### src/sv/swt4_pkg.sv
`timescale 1ns / 1ps
// ----------------------------------------------------------------------------
// swt4_pkg
// Shared constants and types for the per-vertex top-four influence store.
// ----------------------------------------------------------------------------
package swt4_pkg;

   localparam int VERTEX_COUNT     = 4096;
   localparam int SLOTS_PER_VERTEX = 4;
   localparam int READ_SLOTS       = 4;

   localparam int ACTION_W = 2;
   localparam int VERTEX_W = 12;
   localparam int BONE_W   = 8;
   localparam int WEIGHT_W = 16;

   // only vertex indices reachable by the request field need storage
   localparam int MEM_DEPTH = (VERTEX_COUNT < (1 << VERTEX_W)) ? VERTEX_COUNT
                                                               : (1 << VERTEX_W);
   localparam int ADDR_W    = (MEM_DEPTH > 1) ? $clog2(MEM_DEPTH) : 1;

   // response buffer
   localparam int RSP_DEPTH = 3;
   localparam int RSP_PTR_W = 2;
   localparam int RSP_CNT_W = 2;

   typedef enum logic [ACTION_W-1:0] {
      ACT_ADD   = 2'd0,
      ACT_READ  = 2'd1,
      ACT_CLEAR = 2'd2
   } action_type;

   typedef logic [VERTEX_W-1:0] vertex_type;
   typedef logic [BONE_W-1:0]   bone_type;
   typedef logic [WEIGHT_W-1:0] weight_type;
   typedef logic [ADDR_W-1:0]   addr_type;

   typedef struct packed {
      weight_type [SLOTS_PER_VERTEX-1:0] weight;
      bone_type   [SLOTS_PER_VERTEX-1:0] bone;
   } entry_type;

   typedef struct packed {
      logic      en;
      addr_type  addr;
      entry_type data;
   } mem_wr_type;

   typedef struct packed {
      vertex_type                  vertex;
      weight_type [READ_SLOTS-1:0] weight;
      bone_type   [READ_SLOTS-1:0] bone;
   } result_type;

endpackage

### src/sv/swt4_if.sv


interface swt4_rsp_if;
   import swt4_pkg::*;

   logic       valid;
   logic       ready;
   vertex_type out_vertex;
   weight_type weight_first;
   weight_type weight_second;
   weight_type weight_third;
   weight_type weight_fourth;
   bone_type   bone_first;
   bone_type   bone_second;
   bone_type   bone_third;
   bone_type   bone_fourth;

   modport source (output valid, output out_vertex,
                   output weight_first, output weight_second,
                   output weight_third, output weight_fourth,
                   output bone_first, output bone_second,
                   output bone_third, output bone_fourth, input ready);
   modport sink   (input valid, input out_vertex,
                   input weight_first, input weight_second,
                   input weight_third, input weight_fourth,
                   input bone_first, input bone_second,
                   input bone_third, input bone_fourth, output ready);
endinterface

### src/sv/swt4_rsp_fifo.sv
`timescale 1ns / 1ps
// ----------------------------------------------------------------------------
// swt4_rsp_fifo
// Small response buffer that decouples the pipeline from the receiver.
// ----------------------------------------------------------------------------
module swt4_rsp_fifo (
   input  logic                                 clock,
   input  logic                                 reset,
   input  logic                                 push,
   input  swt4_pkg::result_type                 push_data,
   output logic [swt4_pkg::RSP_CNT_W-1:0]       count,
   swt4_rsp_if.source                           rsp
);
   import swt4_pkg::*;

   result_type             buf_ff [RSP_DEPTH];
   logic [RSP_PTR_W-1:0]   wr_ptr_ff, wr_ptr_in;
   logic [RSP_PTR_W-1:0]   rd_ptr_ff, rd_ptr_in;
   logic [RSP_CNT_W-1:0]   count_ff, count_in;
   logic                   pop;
   result_type             head;

   assign pop  = rsp.valid && rsp.ready;
   assign head = buf_ff[rd_ptr_ff];

   always_comb begin
      wr_ptr_in = wr_ptr_ff;
      rd_ptr_in = rd_ptr_ff;
      if (push) begin
         wr_ptr_in = (wr_ptr_ff == RSP_PTR_W'(RSP_DEPTH - 1)) ? '0
                                                              : wr_ptr_ff + 1'b1;
      end
      if (pop) begin
         rd_ptr_in = (rd_ptr_ff == RSP_PTR_W'(RSP_DEPTH - 1)) ? '0
                                                              : rd_ptr_ff + 1'b1;
      end
      count_in = count_ff + RSP_CNT_W'(push) - RSP_CNT_W'(pop);
   end

   always_ff @(posedge clock) begin
      if (reset) begin
         wr_ptr_ff <= '0;
         rd_ptr_ff <= '0;
         count_ff  <= '0;
      end else begin
         wr_ptr_ff <= wr_ptr_in;
         rd_ptr_ff <= rd_ptr_in;
         count_ff  <= count_in;
      end
   end

   always_ff @(posedge clock) begin
      if (push) begin
         buf_ff[wr_ptr_ff] <= push_data;
      end
   end

   assign count             = count_ff;
   assign rsp.valid         = count_ff != '0;
   assign rsp.out_vertex    = head.vertex;
   assign rsp.weight_first  = head.weight[0];
   assign rsp.weight_second = head.weight[1];
   assign rsp.weight_third  = head.weight[2];
   assign rsp.weight_fourth = head.weight[3];
   assign rsp.bone_first    = head.bone[0];
   assign rsp.bone_second   = head.bone[1];
   assign rsp.bone_third    = head.bone[2];
   assign rsp.bone_fourth   = head.bone[3];

endmodule

### src/flat_wrapper.sv
// flat-port wrapper written by rule: the top's interface ports become plain ports
module swt4_rsp_fifo_flat import swt4_pkg::*;
  (clock, reset, push, push_data, count, rsp_valid, rsp_out_vertex, rsp_weight_first, rsp_weight_second, rsp_weight_third, rsp_weight_fourth, rsp_bone_first, rsp_bone_second, rsp_bone_third, rsp_bone_fourth, rsp_ready);
  swt4_rsp_if rsp_i ();
  input  logic clock;
  input  logic reset;
  input  logic push;
  input  swt4_pkg::result_type push_data;
  output logic [swt4_pkg::RSP_CNT_W-1:0] count;
  output wire logic [$bits(rsp_i.valid)-1:0] rsp_valid;
  output wire logic [$bits(rsp_i.out_vertex)-1:0] rsp_out_vertex;
  output wire logic [$bits(rsp_i.weight_first)-1:0] rsp_weight_first;
  output wire logic [$bits(rsp_i.weight_second)-1:0] rsp_weight_second;
  output wire logic [$bits(rsp_i.weight_third)-1:0] rsp_weight_third;
  output wire logic [$bits(rsp_i.weight_fourth)-1:0] rsp_weight_fourth;
  output wire logic [$bits(rsp_i.bone_first)-1:0] rsp_bone_first;
  output wire logic [$bits(rsp_i.bone_second)-1:0] rsp_bone_second;
  output wire logic [$bits(rsp_i.bone_third)-1:0] rsp_bone_third;
  output wire logic [$bits(rsp_i.bone_fourth)-1:0] rsp_bone_fourth;
  input wire logic [$bits(rsp_i.ready)-1:0] rsp_ready;
  assign rsp_valid = rsp_i.valid;
  assign rsp_out_vertex = rsp_i.out_vertex;
  assign rsp_weight_first = rsp_i.weight_first;
  assign rsp_weight_second = rsp_i.weight_second;
  assign rsp_weight_third = rsp_i.weight_third;
  assign rsp_weight_fourth = rsp_i.weight_fourth;
  assign rsp_bone_first = rsp_i.bone_first;
  assign rsp_bone_second = rsp_i.bone_second;
  assign rsp_bone_third = rsp_i.bone_third;
  assign rsp_bone_fourth = rsp_i.bone_fourth;
  assign rsp_i.ready = rsp_ready;
  swt4_rsp_fifo u_core (.clock(clock), .reset(reset), .push(push), .push_data(push_data), .count(count), .rsp(rsp_i));
endmodule
### config.mk
export PLATFORM = sky130hd
export DESIGN_NAME = swt4_rsp_fifo_flat
export DESIGN_NICKNAME = d
export VERILOG_FILES = /design/src/sv/swt4_pkg.sv /design/src/sv/swt4_if.sv /design/src/sv/swt4_rsp_fifo.sv /design/src/flat_wrapper.sv
export SDC_FILE = /design/constraint.sdc
export NUM_CORES = 1
export LEC_CHECK = 0
export BUFFER_PORTS_ARGS = -buffer_cell sky130_fd_sc_hd__buf_2
export CAP_MARGIN = 20
export CORE_MARGIN = 4
export CORE_UTILIZATION = 25
export DETAILED_ROUTE_END_ITERATION = 16
export SLEW_MARGIN = 30
export SYNTH_ARGS = -nofsm -noshare
export SYNTH_HDL_FRONTEND = slang
export SYNTH_SLANG_ARGS = --single-unit
### constraint.sdc
create_clock -name clock -period 12.1 [get_ports clock]
set_input_delay 1.21 -clock clock [delete_from_list [all_inputs] [get_ports clock]]
set_output_delay 1.21 -clock clock [all_outputs]
set_load 0.02 [all_outputs]
==> impl_metrics.tcl <==
set metrics [dict create \
    fin_skew_ns 0.0133 \
    critical_path_class "flop to output pin" \
    synth-edff-count 324 \
    wl_um 26000 \
    grt_use_total_pct 9.57 \
    drc_errors 0 \
    root_buffer "clkbuf_16" \
    setup_ws_ns 8.27 \
    rrSetupSlack_ns 10.30 \
    async_flop_share_pct 0 \
    ys_seq_area_share_pct 80.4 \
    finalSetupTns_ns 0 \
    ir_drop_uv 125 \
    cap_violations 0 \
    die_area_mm2 0.0528 \
    wl_per_cell_um 15.8 \
    powerDensity_mw_per_mm2 168 \
    maxSlewViolCount 0 \
    pin_count 223 \
    grt_max_degree 103 \
    die_h_um 230 \
    tritoncts "done" \
    cpPeakStageDelay_ns 0.76 \
    numCtsBuffers 36 \
    final_cell_mix "edfxtp_1, buf_2, nand2_1" \
    grt_first_pass_wirelength_um 39200 \
    worstMarginPinSlew_ns 0.900 \
    nets 1068 \
    synthFlopType "edfxtp_1" \
    overflow 0 \
    drt_iter0_markers 361 \
    port_buffers 222 \
    clock_path_buffers 3 \
    first_pass_iters 4 \
    crit_required_ns 10.89 \
    routabilityCongestion 0.689 \
    layout_commonest_cell "edfxtp_1" \
    crit_path_cell_trace "buf_4, mux2i_1, o21ai_0, buf_2" \
    worstSetupStartpointType "flop" \
    yosysWarnings 0 \
    rsz0062_at_grt "no" \
    finalCritPeriodShare_pct 31.7 \
    ant_nets 0 \
    critPathBufInv 2 \
    clk_pin_slew_ns 0.06 \
    worstHoldStart "u_core.rd_ptr_ff[1]" \
    reg2reg_from "u_core.wr_ptr_ff[0]" \
    grt_pass1_vias 6824 \
    ctsResizeCount 0 \
    finalPower_mw 2.56 \
    finalHoldViolations 0 \
    crit_path_top_delay_cell "buf_4" \
    p_leak_nw 5.04 \
    cts_hold_repair.buffers 0 \
    setup_viol 0 \
    slew_headroom_pct 40.0 \
    pre_cts_ws_ns 8.76 \
    critical_path.top_delay_family "buffers and inverters" \
    clk_latency_ns 0.52 \
    viasPerCell 4.08 \
    area_growth_pct 23.6 \
    htree_levels 2 \
    vias 6705 \
    clock-sinks 332 \
    period_minus_slack_ns 3.83 \
    drive_gt1_share_pct 29.2 \
    endpoint_kind "output pin" \
    ys_ff_latch 332 \
    syn_inst 722 \
    antenna_found_initial 8 \
    critPathArrivalTime_ns 2.62 \
    synth_nets 835 \
    reg2regPathDepth 3 \
    ys_types 22 \
    start_util_pct 25.2 \
    hpwl_um 15800 \
    rows 81 \
    status "completed" \
    cp_max_fo 47 \
    min_path_cells 2 \
    post_cts_buffers 0 \
    netlist_area_mm2 0.0123 \
    hold_class "flop to flop" \
    core_area_mm2 0.0488 \
    syn_avg_cell_area_um2 17.0 \
    die_w_um 230 \
    timing.rr.end "u_core.buf_ff[1][85]" \
    fmax_mhz 261 \
]
-- sequential cells by signal, indices dropped and copies added (netlist names), named ones only --
name              cells
u_core.wr_ptr_ff      2
u_core.count          2
u_core.rd_ptr_ff      2
u_core.buf_ff       324
-- cell usage after synthesis, types with 5 or more instances --
cell / number / area [um^2]
a21oi_1: 5 / 25.0
buf_2: 5 / 25.0
buf_4: 12 / 90.1
clkbuf_1: 17 / 63.8
dfxtp_1: 8 / 160
edfxtp_1: 324 / 9730
mux2i_1: 109 / 1090
nand2_1: 113 / 424
nor2_1: 5 / 18.8
o21ai_0: 89 / 445
o21ai_1: 20 / 100
-- through the flow --
stage / utilization [%] / instances / instance area, um^2 / hold slack (ns)
3_3_place_gp: 28.9 / 1581 / 14100 / 0.476
3_5_place_dp: 28.9 / 1581 / 14100 / 0.484
2_1_floorplan: - / 722 / 12300 / 0.462
6_report: 31.1 / 1645 / 15200 / 0.493
4_1_cts: 31.1 / 1644 / 15200 / 0.495
5_1_grt: 31.1 / 1644 / 15200 / 0.507
-- metal layers --
| metal | wire [um] | share of wire [%] | global-route usage, % | vias to the layer above |
|---|---|---|---|---|
| met5 | 95 | 0.37 | 0 | - |
| met2 | 12200 | 47 | 15.5 | 196 |
| met1 | 11000 | 42 | 11.7 | 3237 |
| met4 | 693 | 2.7 | 3.72 | 12 |
| met3 | 1980 | 7.6 | 3.57 | 58 |
| li1 | - | - | - | 3202 |
-- report_power, final --
group	total [mW]	switching, mW	internal (mW)
clock network	0.999	0.418	0.581
logic	0.223	0.149	0.0741
registers	1.33	0.0150	1.32
-- area by class of cell --
type	instances	area, um^2
Inverter	2	7.51
Multi-Input combinational cell	351	2210
Sequential cell	332	9900
Fill cell	4873	33600
Antenna cell	1	2.50
Clock inverter	17	114
Timing Repair Buffer	232	1190
Tap cell	664	831
Clock buffer	46	960
-- cells by family after synthesis --
kind of cell / after synthesis / synth area share, %
AOI/OAI and AO/OA: 115 / 4.71
and+or+nand+nor: 124 / 3.93
DFF: 332 / 80.4
muxes: 111 / 9.05
adders and majority gates: 1 / 0.102
buffers and inverters: 39 / 1.85
-- worst register-to-register path: stages (launching register included) --
cell     delay (ns)
dfxtp_1        0.43
nand2_1        0.14
nor2_4         0.10
buf_4          0.66
-- worst max-delay path by stage --
stage	cells after the start	start	slack (ns)	to
5_1_grt	4	flop	8.09	rsp_weight_second[4]
3_3_place_gp	4	flop	8.78	rsp_weight_second[4]
2_1_floorplan	1	push	2.37	u_core.buf_ff[0][0]
4_1_cts	4	flop	8.17	rsp_weight_second[4]
3_5_place_dp	4	flop	8.76	rsp_weight_second[4]
6_report	4	flop	8.27	rsp_weight_third[11]
Note: power is estimated with default switching activity, not from simulation.
