===== config.mk =====
export PLATFORM = sky130hd
export DESIGN_NAME = swt4_update
export DESIGN_NICKNAME = d
export VERILOG_FILES = /design/src/sv/swt4_pkg.sv /design/src/sv/swt4_update.sv
export SDC_FILE = /design/constraint.sdc
export NUM_CORES = 1
export LEC_CHECK = 0
export BUFFER_PORTS_ARGS = -buffer_cell sky130_fd_sc_hd__buf_4
export CORE_UTILIZATION = 52
export DETAILED_ROUTE_END_ITERATION = 8
export GPL_ROUTABILITY_DRIVEN = 1
export PLACE_DENSITY = 0.95
export SYNTH_ARGS = -nofsm -noshare
export SYNTH_HDL_FRONTEND = slang
export SYNTH_SLANG_ARGS = --single-unit

===== constraint.sdc =====
create_clock -name vclk -period 7.9
set_clock_uncertainty 0.15 [all_clocks]
set_input_delay 1.185 -clock vclk [all_inputs]
set_output_delay 1.185 -clock vclk [all_outputs]
set_load 0.02 [all_outputs]

===== src/sv/swt4_pkg.sv =====
`timescale 1ns / 1ps
// ----------------------------------------------------------------------------
// swt4_pkg
// Shared constants and types for the per-vertex top-four influence store.
// ----------------------------------------------------------------------------
package swt4_pkg;

   localparam int VERTEX_COUNT     = 4096;
   localparam int SLOTS_PER_VERTEX = 4;
   localparam int READ_SLOTS       = 4;

   localparam int ACTION_W = 2;
   localparam int VERTEX_W = 12;
   localparam int BONE_W   = 8;
   localparam int WEIGHT_W = 16;

   // only vertex indices reachable by the request field need storage
   localparam int MEM_DEPTH = (VERTEX_COUNT < (1 << VERTEX_W)) ? VERTEX_COUNT
                                                               : (1 << VERTEX_W);
   localparam int ADDR_W    = (MEM_DEPTH > 1) ? $clog2(MEM_DEPTH) : 1;

   // response buffer
   localparam int RSP_DEPTH = 3;
   localparam int RSP_PTR_W = 2;
   localparam int RSP_CNT_W = 2;

   typedef enum logic [ACTION_W-1:0] {
      ACT_ADD   = 2'd0,
      ACT_READ  = 2'd1,
      ACT_CLEAR = 2'd2
   } action_type;

   typedef logic [VERTEX_W-1:0] vertex_type;
   typedef logic [BONE_W-1:0]   bone_type;
   typedef logic [WEIGHT_W-1:0] weight_type;
   typedef logic [ADDR_W-1:0]   addr_type;

   typedef struct packed {
      weight_type [SLOTS_PER_VERTEX-1:0] weight;
      bone_type   [SLOTS_PER_VERTEX-1:0] bone;
   } entry_type;

   typedef struct packed {
      logic      en;
      addr_type  addr;
      entry_type data;
   } mem_wr_type;

   typedef struct packed {
      vertex_type                  vertex;
      weight_type [READ_SLOTS-1:0] weight;
      bone_type   [READ_SLOTS-1:0] bone;
   } result_type;

endpackage


===== src/sv/swt4_update.sv =====
`timescale 1ns / 1ps
// ----------------------------------------------------------------------------
// swt4_update
// Modify step: sorted insertion of one influence, or clearing of an entry.
// ----------------------------------------------------------------------------
module swt4_update (
   input  logic [swt4_pkg::ACTION_W-1:0] action,
   input  swt4_pkg::weight_type          weight,
   input  swt4_pkg::bone_type            bone,
   input  swt4_pkg::entry_type           old_entry,
   output swt4_pkg::entry_type           new_entry,
   output logic                          write
);
   import swt4_pkg::*;

   logic [SLOTS_PER_VERTEX-1:0] gt;
   logic [SLOTS_PER_VERTEX-1:0] hit_above;
   entry_type                   shifted;
   entry_type                   inserted;

   always_comb begin
      for (int j = 0; j < SLOTS_PER_VERTEX; j++) begin
         gt[j] = weight > old_entry.weight[j];
      end
      // a slot below the first larger-than slot takes its upper neighbour
      hit_above[0] = 1'b0;
      for (int j = 1; j < SLOTS_PER_VERTEX; j++) begin
         hit_above[j] = hit_above[j-1] | gt[j-1];
      end
      shifted.weight[0] = '0;
      shifted.bone[0]   = '0;
      for (int j = 1; j < SLOTS_PER_VERTEX; j++) begin
         shifted.weight[j] = old_entry.weight[j-1];
         shifted.bone[j]   = old_entry.bone[j-1];
      end
      for (int j = 0; j < SLOTS_PER_VERTEX; j++) begin
         if (hit_above[j]) begin
            inserted.weight[j] = shifted.weight[j];
            inserted.bone[j]   = shifted.bone[j];
         end else if (gt[j]) begin
            inserted.weight[j] = weight;
            inserted.bone[j]   = bone;
         end else begin
            inserted.weight[j] = old_entry.weight[j];
            inserted.bone[j]   = old_entry.bone[j];
         end
      end
   end

   always_comb begin
      case (action)
         ACT_ADD: begin
            new_entry = inserted;
            write     = 1'b1;
         end
         ACT_CLEAR: begin
            new_entry = '0;
            write     = 1'b1;
         end
         default: begin
            new_entry = old_entry;
            write     = 1'b0;
         end
      endcase
   end

endmodule


==> key figures, run 1 <==
Run status
  • Outcome: complete, no violations

Global routing
  • Pin count of the biggest net entering global routing: 36
  • First-pass GRT wire length: 26400 um
  • Total track usage: 38.5%
  • Number of global-route vias before repair: 5420
  • GRT overflow: 0
  • Initial antenna violation count: 0

Place
  • Detailed Place HPWL: 13400 um
  • Port Buf Inserts: 219
  • Routability congestion estimate: 0.925
  • Post-place setup slack: 1.76 ns
  • Area after DPL: 5710 um2

Final layout
  • Seq_cells: 0
  • Design Area, Final: 5710 um2
  • Final #Nets: 981
  • P&R area growth vs syn: 40.5%
  • Area occupied by multi-input gates: 3530 um2
  • Layout cells sized above 1: 32.2%
  • Fillers: 579
  • N_diodes: 0
  • Clkbuf count: 0
  • Reg area: 0 um2

Routing
  • Drt drc: 0
  • Total iterations of the first detailed-routing run: 5
  • Iter 0 DRT Violations: 545
  • DR vias: 5766
  • Vias per cell: 6.46
  • Final ANT Viol Nets: 0
  • WL/cell: 18.8 um
  • WL final: 16800 um

Yosys
  • Leading area contributor after synthesis: ha_1
  • Most numerous cell in the Yosys netlist: nand2_1
  • Post-synth top cells: 107 x nand2_1, 99 x inv_1, 64 x ha_1
  • Mean area per synthesized cell: 6.67 um2
  • Cells after Synth: 609
  • Seq/Total Area, Yosys: 0%
  • Syn_nets: 795
  • Yosys cell types: 50
  • Synth warnings: 0
  • Synth top area cells: ha_1 20%, nand2_1 9.9%, inv_1 9.1%
  • Post-Syn Area: 4060 um2
  • Yosys top cell area share: 19.7%

Critical path
  • CP startpoint: weight[13]
  • Crit path kind: in -> out
  • Worst Path Arrival: 4.91 ns
  • Worst setup path endpoint: new_entry[86]
  • Setup crit end kind: output port
  • Startpoint Class: input port
  • CP Max Fanout: 25
  • Worst EP required: 6.57 ns

STA
  • Final min period: 6.25 ns
  • Final count of hold timing violations: 0
  • Relative slew margins: 12.5%
  • Period utilisation layout: 79.1%
  • Total Neg Setup Slack: 0 ns
  • Slew Limit Fails: 0
  • Final setup violating endpoints: 0
  • PnR worst setup slack: 1.65 ns
  • Unrepaired setup endpoints after global routing: false
  • Highest Clock Rate: 160 MHz
  • Worst-Margin Slew: 1.31 ns

Die
  • Die width: 90.4 um
  • Initial Util: 54.8%
  • Ports: 219
  • Site Rows: 31
  • Core area: 7410 um2
  • Die Ht: 90.4 um
  • Die area: 8170 um2

Power
  • Power consumption: 487 uW
  • P_leak: 3.03 nW
  • VDD IR max: 43.6 uV
  • PwrDens: 85.3 nW/um2

Min path
  • Worst hold path class: in -> out

Clocking
  • Post-cts resize count: 0
  • # hold bufs at CTS: 0
  • Post-CTS setup buffer count: 0

Job
  • Maxcap violations: 0
-- report_power, final --
group / internal [mW] / switching (mW) / leakage (nW)
logic: 0.204 / 0.283 / 3.03
registers: 0 / 0 / 0
clock network: 0 / 0 / 0
total: 0.204 / 0.283 / 3.03
-- cell type report --
type	instances	area share, %
inverter	99	6.51
multi-input combinational	470	61.9
tap	99	2.17
timing repair buffer	224	29.5
-- cell usage in the layout, fill, tap and decap left out, types with 2 or more instances in the layout --
master and instances:
buf_4 224, nand2_1 107, inv_1 99, ha_1 64, o21ai_0 30, nor3_1 26
mux2i_1 24, a21oi_1 23, o221ai_2 20, a22oi_1 20, a21o_1 15, nor2_1 15
a311o_1 15, a22o_1 15, nand4_1 14, o22ai_1 11, nand3_1 9, o2bb2ai_1 9
a311oi_1 9, o221ai_1 5, nor2b_1 4, a32o_1 4, or4_1 2, o21a_1 2
o211ai_1 2, and2_1 2, a211oi_1 2
-- metal layers --
layer | track usage, % | part of all wire, % | up-vias
li1 | - | - | 2612
met1 | 49.2 | 39 | 2680
met2 | 65.5 | 47 | 417
met3 | 6.73 | 11 | 57
met4 | 11.7 | 2.7 | 0
met5 | 0 | 0 | -
-- critical path, cell delays in order --
cell	delay, ns
buf_4	0.16
ha_1	0.32
nand4_1	0.15
nor4_1	0.44
nand4_1	0.27
o31a_1	0.50
a21oi_4	0.58
nand3_1	0.49
buf_4	0.39
o221ai_2	0.22
buf_4	0.18
-- stage by stage --
stage | instances | hold WS (ns) | utilization [%]
floorplan | 609 | 2.37 | -
global placement | 892 | 2.54 | 77.1
detailed placement | 892 | 2.54 | 77.1
CTS | 892 | 2.55 | 77.1
global route | 892 | 2.56 | 77.1
finish | 892 | 2.54 | 77.1
-- kinds of logic after synthesis --
group	synth area share [%]
buffers and inverters	13.6
muxes	5.91
AOI/OAI and AO/OA	40.5
and+or+nand+nor	20.2
adders and majority gates	19.7
-- how the worst min path moves through the flow --
stage	from	end	slack, ns	cells after the start
finish	old_entry[16]	new_entry[24]	2.54	4
global route	old_entry[23]	new_entry[31]	2.56	4
CTS	old_entry[16]	new_entry[24]	2.55	4
detailed placement	old_entry[16]	new_entry[24]	2.54	4
global placement	old_entry[20]	new_entry[28]	2.54	4
floorplan	old_entry[16]	new_entry[24]	2.37	2
(Power assumes the default switching activity.)
==> run 2: changes to the inputs <==
--- a/config.mk
+++ b/config.mk
@@ -6,10 +6,10 @@
 export NUM_CORES = 1
 export LEC_CHECK = 0
 export BUFFER_PORTS_ARGS = -buffer_cell sky130_fd_sc_hd__buf_4
-export CORE_UTILIZATION = 52
+export CORE_UTILIZATION = 43
 export DETAILED_ROUTE_END_ITERATION = 8
 export GPL_ROUTABILITY_DRIVEN = 1
-export PLACE_DENSITY = 0.95
+export PLACE_DENSITY = 0.88
 export SYNTH_ARGS = -nofsm -noshare
 export SYNTH_HDL_FRONTEND = slang
 export SYNTH_SLANG_ARGS = --single-unit
==> constraint.sdc (replaced) <==
create_clock -name vclk -period 5.4
set_clock_uncertainty 0.15 [all_clocks]
set_input_delay 0.81 -clock vclk [all_inputs]
set_output_delay 0.81 -clock vclk [all_outputs]
set_load 0.02 [all_outputs]
==> key figures, run 2 (synthesis results as in run 1) <==
Die
  • Core area: 9200 um2
  • Die area: 9840 um2
  • Ports: 219
  • Die Ht: 99.2 um
  • Site Rows: 35
  • Die width: 99.2 um
  • Initial Util: 44.2%

Critical path
  • Crit path kind: in -> out
  • Worst EP required: 4.44 ns
  • CP Max Fanout: 26
  • Critical-path cell list: buf_4 -> ha_1 -> a21oi_1 -> o21ai_0 -> a221o_1 -> o31ai_4 -> o21ai_1 -> o41a_4 -> o221ai_1 -> buf_4
  • Kind of cell adding the most delay to the critical path: compound AO/OA/AOI/OAI gates
  • Setup crit end kind: output port
  • Worst Path Arrival: 4.23 ns
  • Most common cell on crit path: buf_4
  • Largest stage delay, worst path: 0.93 ns
  • Critical path's slowest cell: o31ai_4
  • Worst path bufs/invs: 2
  • Startpoint Class: input port

Global routing
  • GRT overflow: 0
  • Number of global-route vias before repair: 5003
  • Pin count of the biggest net entering global routing: 45
  • Initial antenna violation count: 0
  • Total track usage: 30.6%
  • First-pass GRT wire length: 24900 um

Routing
  • Drt drc: 0
  • WL final: 16000 um
  • Iter 0 DRT Violations: 391
  • WL/cell: 17.5 um
  • Final ANT Viol Nets: 0
  • DR vias: 5486
  • Vias per cell: 6.00
  • Total iterations of the first detailed-routing run: 6

Power
  • Power consumption: 712 uW
  • VDD IR max: 48.5 uV
  • P_leak: 3.08 nW
  • PwrDens: 123 nW/um2

STA
  • Slew Limit Fails: 0
  • Hold_ws: 1.79 ns
  • Highest Clock Rate: 193 MHz
  • Final min period: 5.19 ns
  • PnR worst setup slack: 0.208 ns
  • Final count of hold timing violations: 0
  • Worst-Margin Slew: 1.10 ns
  • Relative slew margins: 26.7%
  • Unrepaired setup endpoints after global routing: false
  • Total Neg Setup Slack: 0 ns
  • Period utilisation layout: 96.2%
  • Final setup violating endpoints: 0

Clocking
  • Post-CTS setup buffer count: 0
  • Post-cts resize count: 0

Run status
  • Outcome: complete, no violations

Final layout
  • Clkbuf count: 0
  • N_diodes: 0
  • Final #Nets: 991
  • Layout cells sized above 1: 32.9%
  • P&R area growth vs syn: 42.7%
  • Reg area: 0 um2
  • Seq_cells: 0
  • Commonest cells after routing, fill and taps aside: 234 x buf_4, 107 x nand2_1, 99 x inv_1
  • Commonest non-fill, non-tap cell in the layout: buf_4

Min path
  • Worst hold path class: in -> out

Place
  • Post-place setup slack: 0.220 ns
  • Routability congestion estimate: 0.944
  • Detailed Place HPWL: 12900 um
  • Port Buf Inserts: 219

Job
  • Maxcap violations: 0
-- run 2: changes by cell type in the layout (fill, tap and decap cells not counted), sizes merged --
cell / delta
buf: +10
-- run 2: timing repair --
action,CTS,global route
hold buffers,0,0
endpoints found under the hold margin,0,0
setup endpoints to repair,0,1
-- run 2: final timing paths --
kind,startpoint,endpoint,slack (ns),depth (start not counted)
worst max-delay path,weight[5],new_entry[27],0.21,10
worst min-delay path,old_entry[23],new_entry[31],1.79,4
-- run 2: through the flow --
step                area [um2]  cells  util (%)
finish                    5800    914      63.0
global route              5800    914      63.0
CTS                       5800    914      63.0
detailed placement        5800    914      63.0
global placement          5800    914      63.0
floorplan                 4060    609         -
-- run 2: metal layers --
layer	GRT usage [%]	routed length [um]	up-vias	share of wire [%]
li1	-	-	2639	-
met1	43.9	6930	2536	43
met2	51.2	7510	289	47
met3	2.60	1380	22	8.6
met4	3.51	174	0	1.1
met5	0	0	-	0
-- run 2: cell type report --
| type | instances | area, um2 |
|---|---|---|
| multi-input combinational | 470 | 3530 |
| fill | 850 | 3400 |
| timing repair buffer | 234 | 1760 |
| inverter | 99 | 372 |
| tap | 111 | 139 |
-- run 2: power by group --
| part | switching (mW) | internal, mW |
|---|---|---|
| Sequential | 0 | 0 |
| Combinational | 0.406 | 0.305 |
| Clock | 0 | 0 |
